**src/rtl/cft_pkg.sv**
```systemverilog
// Shared types and constants for the CSV field tokenizer.
package cft_pkg;

  typedef enum logic [1:0] {
    MODE_OUTSIDE = 2'd0,
    MODE_INSIDE  = 2'd1,
    MODE_PENDING = 2'd2
  } quote_mode_e;

  typedef enum logic {
    CMD_BYTE = 1'b0,
    CMD_EOR  = 1'b1
  } cmd_e;

  localparam logic [7:0] QUOTE_BYTE  = 8'h22;
  localparam logic [7:0] DELIM_RESET = 8'd44;

  typedef struct packed {
    logic       cmd;
    logic [7:0] data_byte;
  } item_t;

  typedef struct packed {
    logic [7:0] out_char;
    logic       char_valid;
    logic       field_end;
    logic       record_end;
  } result_t;

endpackage

```
**src/rtl/cft_stream_if.sv**
```systemverilog
// Request and result channel interfaces for the CSV field tokenizer.
interface cft_req_if;
  logic       valid;
  logic       ready;
  logic       cmd;
  logic [7:0] data_byte;

  modport source (output valid, output cmd, output data_byte, input ready);
  modport sink (input valid, input cmd, input data_byte, output ready);
endinterface

interface cft_rsp_if;
  logic       valid;
  logic       ready;
  logic [7:0] out_char;
  logic       char_valid;
  logic       field_end;
  logic       record_end;

  modport source (output valid, output out_char, output char_valid, output field_end,
                  output record_end, input ready);
  modport sink (input valid, input out_char, input char_valid, input field_end,
                input record_end, output ready);
endinterface

```
**src/rtl/cft_in_stage.sv**
```systemverilog
// Input register stage: captures one request per cycle unless a held request is not yet taken.
module cft_in_stage import cft_pkg::*; (
  input  logic       clk_i,
  input  logic       rst_ni,
  cft_req_if.sink    req,
  input  logic       take_i,
  output logic       item_valid_o,
  output item_t      item_o
);

  logic  valid_q;
  item_t item_q;
  logic  accept;

  assign req.ready    = !valid_q || take_i;
  assign accept       = req.valid && req.ready;
  assign item_valid_o = valid_q;
  assign item_o       = item_q;

  always_ff @(posedge clk_i or negedge rst_ni) begin
    if (!rst_ni) begin
      valid_q <= 1'b0;
    end else if (accept) begin
      valid_q <= 1'b1;
    end else if (take_i) begin
      valid_q <= 1'b0;
    end
  end

  always_ff @(posedge clk_i) begin
    if (accept) begin
      item_q <= '{cmd: req.cmd, data_byte: req.data_byte};
    end
  end

  a_take_needs_item: assert property (@(posedge clk_i) disable iff (!rst_ni)
    take_i |-> valid_q) else $error("take without a held request");

  a_stall_means_full: assert property (@(posedge clk_i) disable iff (!rst_ni)
    !req.ready |-> valid_q) else $error("input stalled while empty");

endmodule

```
**src/rtl/cft_decode.sv**
```systemverilog
// Quote mode state and per-byte decode into a field result.
module cft_decode import cft_pkg::*; (
  input  logic       clk_i,
  input  logic       rst_ni,
  input  logic       item_valid_i,
  input  item_t      item_i,
  input  logic       can_load_i,
  input  logic [7:0] delimiter_i,
  output logic       take_o,
  output logic       res_valid_o,
  output result_t    res_o
);

  quote_mode_e mode_q, mode_d;
  logic        has_res;
  logic        as_outside;
  logic        is_quote;
  result_t     res;

  assign take_o   = item_valid_i && can_load_i;
  assign is_quote = (item_i.data_byte == QUOTE_BYTE);

  always_comb begin
    mode_d     = mode_q;
    res        = '0;
    has_res    = 1'b0;
    as_outside = 1'b0;
    if (item_i.cmd == CMD_EOR) begin
      mode_d         = MODE_OUTSIDE;
      res.field_end  = 1'b1;
      res.record_end = 1'b1;
      has_res        = 1'b1;
    end else begin
      case (mode_q)
        MODE_INSIDE: begin
          if (is_quote) begin
            mode_d = MODE_PENDING;
          end else begin
            res.out_char   = item_i.data_byte;
            res.char_valid = 1'b1;
            has_res        = 1'b1;
          end
        end
        MODE_PENDING: begin
          if (is_quote) begin
            // doubled quote: emit one literal quote
            mode_d         = MODE_INSIDE;
            res.out_char   = QUOTE_BYTE;
            res.char_valid = 1'b1;
            has_res        = 1'b1;
          end else begin
            mode_d     = MODE_OUTSIDE;
            as_outside = 1'b1;
          end
        end
        default: begin
          if (is_quote) begin
            mode_d = MODE_INSIDE;
          end else begin
            mode_d     = MODE_OUTSIDE;
            as_outside = 1'b1;
          end
        end
      endcase
      if (as_outside) begin
        has_res = 1'b1;
        if (item_i.data_byte == delimiter_i) begin
          res.field_end = 1'b1;
        end else begin
          res.out_char   = item_i.data_byte;
          res.char_valid = 1'b1;
        end
      end
    end
  end

  assign res_valid_o = take_o && has_res;
  assign res_o       = res;

  always_ff @(posedge clk_i or negedge rst_ni) begin
    if (!rst_ni) begin
      mode_q <= MODE_OUTSIDE;
    end else if (take_o) begin
      mode_q <= mode_d;
    end
  end

  a_field_end_no_char: assert property (@(posedge clk_i) disable iff (!rst_ni)
    res_valid_o && res_o.field_end |-> !res_o.char_valid && (res_o.out_char == 8'd0))
    else $error("field end carries a character");

  a_eor_to_outside: assert property (@(posedge clk_i) disable iff (!rst_ni)
    take_o && (item_i.cmd == CMD_EOR) |=> mode_q == MODE_OUTSIDE)
    else $error("end of record left quoting open");

  a_quote_not_passed_raw: assert property (@(posedge clk_i) disable iff (!rst_ni)
    take_o && (item_i.cmd == CMD_BYTE) && is_quote && (mode_q != MODE_PENDING)
      |-> !res_valid_o)
    else $error("quote byte produced a result");

endmodule

```
**src/rtl/cft_out_stage.sv**
```systemverilog
// Result register stage driving the result channel.
module cft_out_stage import cft_pkg::*; (
  input  logic       clk_i,
  input  logic       rst_ni,
  input  logic       res_valid_i,
  input  result_t    res_i,
  output logic       can_load_o,
  cft_rsp_if.source  rsp
);

  logic    valid_q;
  result_t res_q;

  assign can_load_o     = !valid_q || rsp.ready;
  assign rsp.valid      = valid_q;
  assign rsp.out_char   = res_q.out_char;
  assign rsp.char_valid = res_q.char_valid;
  assign rsp.field_end  = res_q.field_end;
  assign rsp.record_end = res_q.record_end;

  always_ff @(posedge clk_i or negedge rst_ni) begin
    if (!rst_ni) begin
      valid_q <= 1'b0;
    end else if (can_load_o) begin
      valid_q <= res_valid_i;
    end
  end

  always_ff @(posedge clk_i) begin
    if (can_load_o && res_valid_i) begin
      res_q <= res_i;
    end
  end

  a_record_end_has_field_end: assert property (@(posedge clk_i) disable iff (!rst_ni)
    valid_q && res_q.record_end |-> res_q.field_end)
    else $error("record end without field end");

  a_no_load_when_blocked: assert property (@(posedge clk_i) disable iff (!rst_ni)
    res_valid_i |-> can_load_o) else $error("result offered while output full");

endmodule

```
**src/rtl/csv_field_tokenizer_top.sv**
```systemverilog
// CSV field tokenizer top level: request register, quote decode, result register.
// Takes one record byte or end-of-record request per cycle and returns at most one
// result per request, via both registers: a field byte, a field end, or a field end
// flagged as record end. Quotes open and close quoting and are never passed on;
// a doubled quote inside quotes yields one literal quote. The sustained rate is one
// request per clock, set by the single quote-mode register updated as each request
// leaves the input register; stalls on the result channel hold both stages.
// The delimiter register resets to comma and may be written only while idle.
module csv_field_tokenizer_top import cft_pkg::*; (
  input  logic       clk_i,
  input  logic       rst_ni,
  input  logic       delim_we_i,
  input  logic [7:0] delim_wdata_i,
  cft_req_if.sink    req_i,
  cft_rsp_if.source  rsp_o
);

  logic [7:0] delimiter_q;
  logic       item_valid;
  item_t      item;
  logic       take;
  logic       can_load;
  logic       res_valid;
  result_t    res;

  always_ff @(posedge clk_i or negedge rst_ni) begin
    if (!rst_ni) begin
      delimiter_q <= DELIM_RESET;
    end else if (delim_we_i) begin
      delimiter_q <= delim_wdata_i;
    end
  end

  cft_in_stage u_in (
    .clk_i        (clk_i),
    .rst_ni       (rst_ni),
    .req          (req_i),
    .take_i       (take),
    .item_valid_o (item_valid),
    .item_o       (item)
  );

  cft_decode u_dec (
    .clk_i        (clk_i),
    .rst_ni       (rst_ni),
    .item_valid_i (item_valid),
    .item_i       (item),
    .can_load_i   (can_load),
    .delimiter_i  (delimiter_q),
    .take_o       (take),
    .res_valid_o  (res_valid),
    .res_o        (res)
  );

  cft_out_stage u_out (
    .clk_i       (clk_i),
    .rst_ni      (rst_ni),
    .res_valid_i (res_valid),
    .res_i       (res),
    .can_load_o  (can_load),
    .rsp         (rsp_o)
  );

endmodule

```
**src/flat_wrapper.sv**
```systemverilog
// flat-port wrapper written by rule: the top's interface ports become plain ports
module csv_field_tokenizer_top_flat import cft_pkg::*;
  (clk_i, rst_ni, delim_we_i, delim_wdata_i, req_i_valid, req_i_cmd, req_i_data_byte, req_i_ready, rsp_o_valid, rsp_o_out_char, rsp_o_char_valid, rsp_o_field_end, rsp_o_record_end, rsp_o_ready);
  cft_req_if req_i_i ();
  cft_rsp_if rsp_o_i ();
  input  logic clk_i;
  input  logic rst_ni;
  input  logic delim_we_i;
  input  logic [7:0] delim_wdata_i;
  input wire logic [$bits(req_i_i.valid)-1:0] req_i_valid;
  input wire logic [$bits(req_i_i.cmd)-1:0] req_i_cmd;
  input wire logic [$bits(req_i_i.data_byte)-1:0] req_i_data_byte;
  output wire logic [$bits(req_i_i.ready)-1:0] req_i_ready;
  output wire logic [$bits(rsp_o_i.valid)-1:0] rsp_o_valid;
  output wire logic [$bits(rsp_o_i.out_char)-1:0] rsp_o_out_char;
  output wire logic [$bits(rsp_o_i.char_valid)-1:0] rsp_o_char_valid;
  output wire logic [$bits(rsp_o_i.field_end)-1:0] rsp_o_field_end;
  output wire logic [$bits(rsp_o_i.record_end)-1:0] rsp_o_record_end;
  input wire logic [$bits(rsp_o_i.ready)-1:0] rsp_o_ready;
  assign req_i_i.valid = req_i_valid;
  assign req_i_i.cmd = req_i_cmd;
  assign req_i_i.data_byte = req_i_data_byte;
  assign req_i_ready = req_i_i.ready;
  assign rsp_o_valid = rsp_o_i.valid;
  assign rsp_o_out_char = rsp_o_i.out_char;
  assign rsp_o_char_valid = rsp_o_i.char_valid;
  assign rsp_o_field_end = rsp_o_i.field_end;
  assign rsp_o_record_end = rsp_o_i.record_end;
  assign rsp_o_i.ready = rsp_o_ready;
  csv_field_tokenizer_top u_core (.clk_i(clk_i), .rst_ni(rst_ni), .delim_we_i(delim_we_i), .delim_wdata_i(delim_wdata_i), .req_i(req_i_i), .rsp_o(rsp_o_i));
endmodule
```
**config.mk**
```make
export PLATFORM = sky130hd
export DESIGN_NAME = csv_field_tokenizer_top_flat
export DESIGN_NICKNAME = d
export VERILOG_FILES = /design/src/rtl/cft_pkg.sv /design/src/rtl/cft_stream_if.sv /design/src/rtl/cft_in_stage.sv /design/src/rtl/cft_decode.sv /design/src/rtl/cft_out_stage.sv /design/src/rtl/csv_field_tokenizer_top.sv /design/src/flat_wrapper.sv
export SDC_FILE = /design/constraint.sdc
export NUM_CORES = 1
export LEC_CHECK = 0
export BUFFER_PORTS_ARGS = -buffer_cell sky130_fd_sc_hd__buf_4
export CORE_MARGIN = 5
export CORE_UTILIZATION = 40
export DETAILED_ROUTE_END_ITERATION = 8
export PLACE_DENSITY = 0.6
export SLEW_MARGIN = 20
export SYNTH_ARGS = -nofsm -noshare
export SYNTH_HDL_FRONTEND = slang
export SYNTH_SLANG_ARGS = --single-unit
```
**constraint.sdc**
```tcl
create_clock -name clk_i -period 2.35 [get_ports clk_i]
set_input_delay 0.47 -clock clk_i [delete_from_list [all_inputs] [get_ports clk_i]]
set_output_delay 0.47 -clock clk_i [all_outputs]
set_load 0.02 [all_outputs]
```
==> results.json <==
{
  "ff2ff_setup_slack_ns": 0.46,
  "clockBufferDepth": 2,
  "antenna_cells": 0,
  "start_kind": "flip-flop",
  "r2r-start": "u_core.u_in.item_o[1]",
  "crit_path_end_kind": "flip-flop",
  "grt_antenna_before_repair": 0,
  "slew_viol_final": 0,
  "clkTransAtPathRegs_ns": 0.09,
  "grt-ovfl-total": 0,
  "use_met2_pct": 22.04,
  "drt-wirelength-per-cell_microns": 14.23,
  "dieArea_sq_um": 4875,
  "busiest_layer": "met2",
  "synthesis.nets": 127,
  "worst_clock_skew_ns": 0.009438,
  "gp_congestion": 0.7854,
  "dieWidth_microns": 69.82,
  "via_per_inst": 5.052,
  "area_growth_pct": 28.23,
  "syn_area_per_cell_sq_um": 13.90,
  "power_density_nw_per_um2": 708.9,
  "numCtsBuffers": 5,
  "grt_pass1_wl_microns": 4892,
  "outcome": "finished, final reports clean",
  "worstPathArrival_ns": 1.85,
  "finalSetupViolations": 0,
  "drc_errors": 0,
  "cts_tree": "done",
  "track_usage_pct": 12.74,
  "path_max_fanout": 11,
  "irDropWorstVdd_uv": 392.8,
  "hold_violations": 0,
  "layout.nets": 168,
  "syn_inst": 103,
  "power.leakage_nw": 0.7222,
  "multiInputGateArea_sq_um": 496.7,
  "post_cts_buffers": 0,
  "syn_area_sq_um": 1431,
  "core_sq_um": 3390,
  "drt-total-wl_microns": 2718,
  "slowest_delay_ns": 0.61,
  "grt_max_degree": 13,
  "dp_hpwl_microns": 2260,
  "seq_area_sq_um": 904.6,
  "nFillCells": 313,
  "use_met1_pct": 13.45,
  "htree_num_levels": 2,
  "path_cells": "nor4b_2 -> nand2_1 -> nor3_1 -> nor2_1",
  "initial_core_util_pct": 42.23,
  "max_slew.worst_pin.slew_ns": 0.7917,
  "dr.pass1.iters": 4,
  "rows": 21,
  "cts.sinks": 32,
  "critPathKind": "reg -> reg",
  "use_met3_pct": 4.783,
  "grt_pass1_vias": 1050,
  "vias": 965,
  "synth_warnings": 0,
  "worstPathRequired_ns": 2.31,
  "cts_root_buf": "clkbuf_4",
  "io_buffers": 34,
  "rsz0062_at_grt": "false",
  "setup_tns_ns": 0,
  "ys_ff_latch": 32,
  "period_minus_slack_ns": 1.891,
  "drt_iter0_markers": 33,
  "crit_slowest_cell": "nor2_1",
  "timing.final.crit_share_pct": 80.46,
  "critPathLaunch": "u_core.u_in.item_o[1]",
  "timing.fmax_mhz": 528.9,
  "power_w": 0.001301,
  "die_height_microns": 69.82,
  "ys_seq_area_share_pct": 63.20,
  "io-pin-count": 35,
  "clk_latency_ns": 0.33,
  "hp-class": "in -> reg",
  "drtAntennaViolNets": 0,
  "drive_gt1_share_pct": 40.69,
  "max-cap-violations": 0,
  "slew_headroom_pct": 47.03,
  "synth_cell_types": 32,
  "hold_start": "req_i_data_byte[4]"
}
per-layer routing:
metal	vias to the layer above	routed length [microns]	share of wire (%)
li1	470	-	-
met5	-	0	0
met2	35	1427	53
met3	4	223	8.2
met4	0	38	1.4
met1	456	1029	38
synth_stat cells:
library cell	count	area share [%]
edfxtp_1	20	42
dfrtp_1	9	16
nand2_1	9	2.4
mux2_2	8	6.3
xnor2_1	8	4.9
inv_1	7	1.8
o32ai_1	4	2.4
dfstp_2	3	5.5
nand2b_1	3	1.3
nand3b_1	3	1.6
nand4_1	3	1.3
nor2_1	3	0.79
ha_1	2	1.7
nand3_1	2	0.70
o22ai_1	2	0.87
a31o_2	1	0.61
a32oi_1	1	0.61
and2_1	1	0.44
and2_2	1	0.52
clkbuf_1	1	0.26
mux2i_1	1	0.70
nor3_1	1	0.35
nor3b_1	1	0.52
nor4b_2	1	1.0
nor4b_4	1	1.7
o21ai_0	1	0.35
o21ai_1	1	0.35
o21ai_2	1	0.61
o221a_2	1	0.79
o22a_1	1	0.61
o311a_2	1	0.79
or2_1	1	0.44
layout by cell type, fill, tap and decap left out, types with 2 or more instances in the layout:
cell | netlist | final
dfstp_2 | 3 | 3
nand2_1 | 9 | 9
nand4_1 | 3 | 3
dfrtp_1 | 9 | 9
mux2_2 | 8 | 8
ha_1 | 2 | 2
buf_4 | 0 | 34
nand3b_1 | 3 | 3
edfxtp_1 | 20 | 20
o22ai_1 | 2 | 2
xnor2_1 | 8 | 8
nand2b_1 | 3 | 3
clkbuf_4 | 0 | 5
inv_1 | 7 | 7
nor2_1 | 3 | 3
nand3_1 | 2 | 2
o32ai_1 | 4 | 4
final timing paths:
path                       cells after the start                           end
max                                            4  u_core.u_out.rsp.out_char[3]
min reg2reg                                    1        u_core.u_dec.mode_q[1]
max reg2reg                                    4  u_core.u_out.rsp.out_char[3]
min                                            1         u_core.u_in.item_o[4]
max in group asynchronous                      2         u_core.delimiter_q[3]
min in group asynchronous                      2        u_core.u_dec.mode_q[1]
timing repair:
item	4_1_cts	5_1_grt
resized for setup	0	0
endpoints found under the hold margin	9	0
endpoints found under the setup margin	0	0
hold buffers	1	0
sequential cells by signal, summed over array words and instances (netlist names):
signal	count
u_core.u_in.item_valid_o	1
u_core.u_dec.mode_q	2
u_core.delimiter_q	8
u_core.u_out.rsp.valid	1
u_core.u_out.rsp.out_char	8
u_core.u_out.rsp.record_end	1
u_core.u_out.rsp.char_valid	1
u_core.u_out.rsp.field_end	1
u_core.u_in.item_o	9
worst max-delay path, delay by kind of cell (launching register included):
| kind | cells | cell delay, ns |
|---|---|---|
| flip-flops | 1 | 0.46 |
| AND/OR/NAND/NOR | 4 | 1.06 |
kinds of logic (layout without fill, tap and decap cells):
logic type / count (synthesis) / after routing / share of synthesized area [%]
simple gates: 30 / 30 / 13.02
mux: 9 / 9 / 6.993
flops: 32 / 32 / 63.20
buf+inv: 8 / 50 / 2.098
compound gates: 14 / 14 / 8.041
fa+ha+maj: 2 / 2 / 1.748
xor+xnor: 8 / 8 / 4.895
layout make-up:
class                      count  share of cell area (%)
inverter                       7                   1.431
clock buffer                   6                   2.795
clock inverter                 2                   1.840
sequential                    32                   49.28
tap                           46                   3.136
timing repair buffer          35                   14.45
multi-input combinational     63                   27.06
through the flow:
stage	hold WS, ns	area [sq um]	cells	util (%)	setup slack, ns
finish	0.3137	1836	191	54.15	0.4591
global route	0.2877	1836	191	54.15	0.2286
CTS	0.2976	1836	191	54.15	0.4326
detailed placement	0.3154	1740	182	51.35	0.4543
global placement	0.3140	1740	182	51.35	0.5220
floorplan	0.1744	1431	103	-	0.6847
report_power, final:
group          internal (W)  switching [W]
clock network      0.000250       0.000178
logic             0.0000931      0.0000865
registers          0.000660      0.0000346
Power figures use the tool's default switching activity.
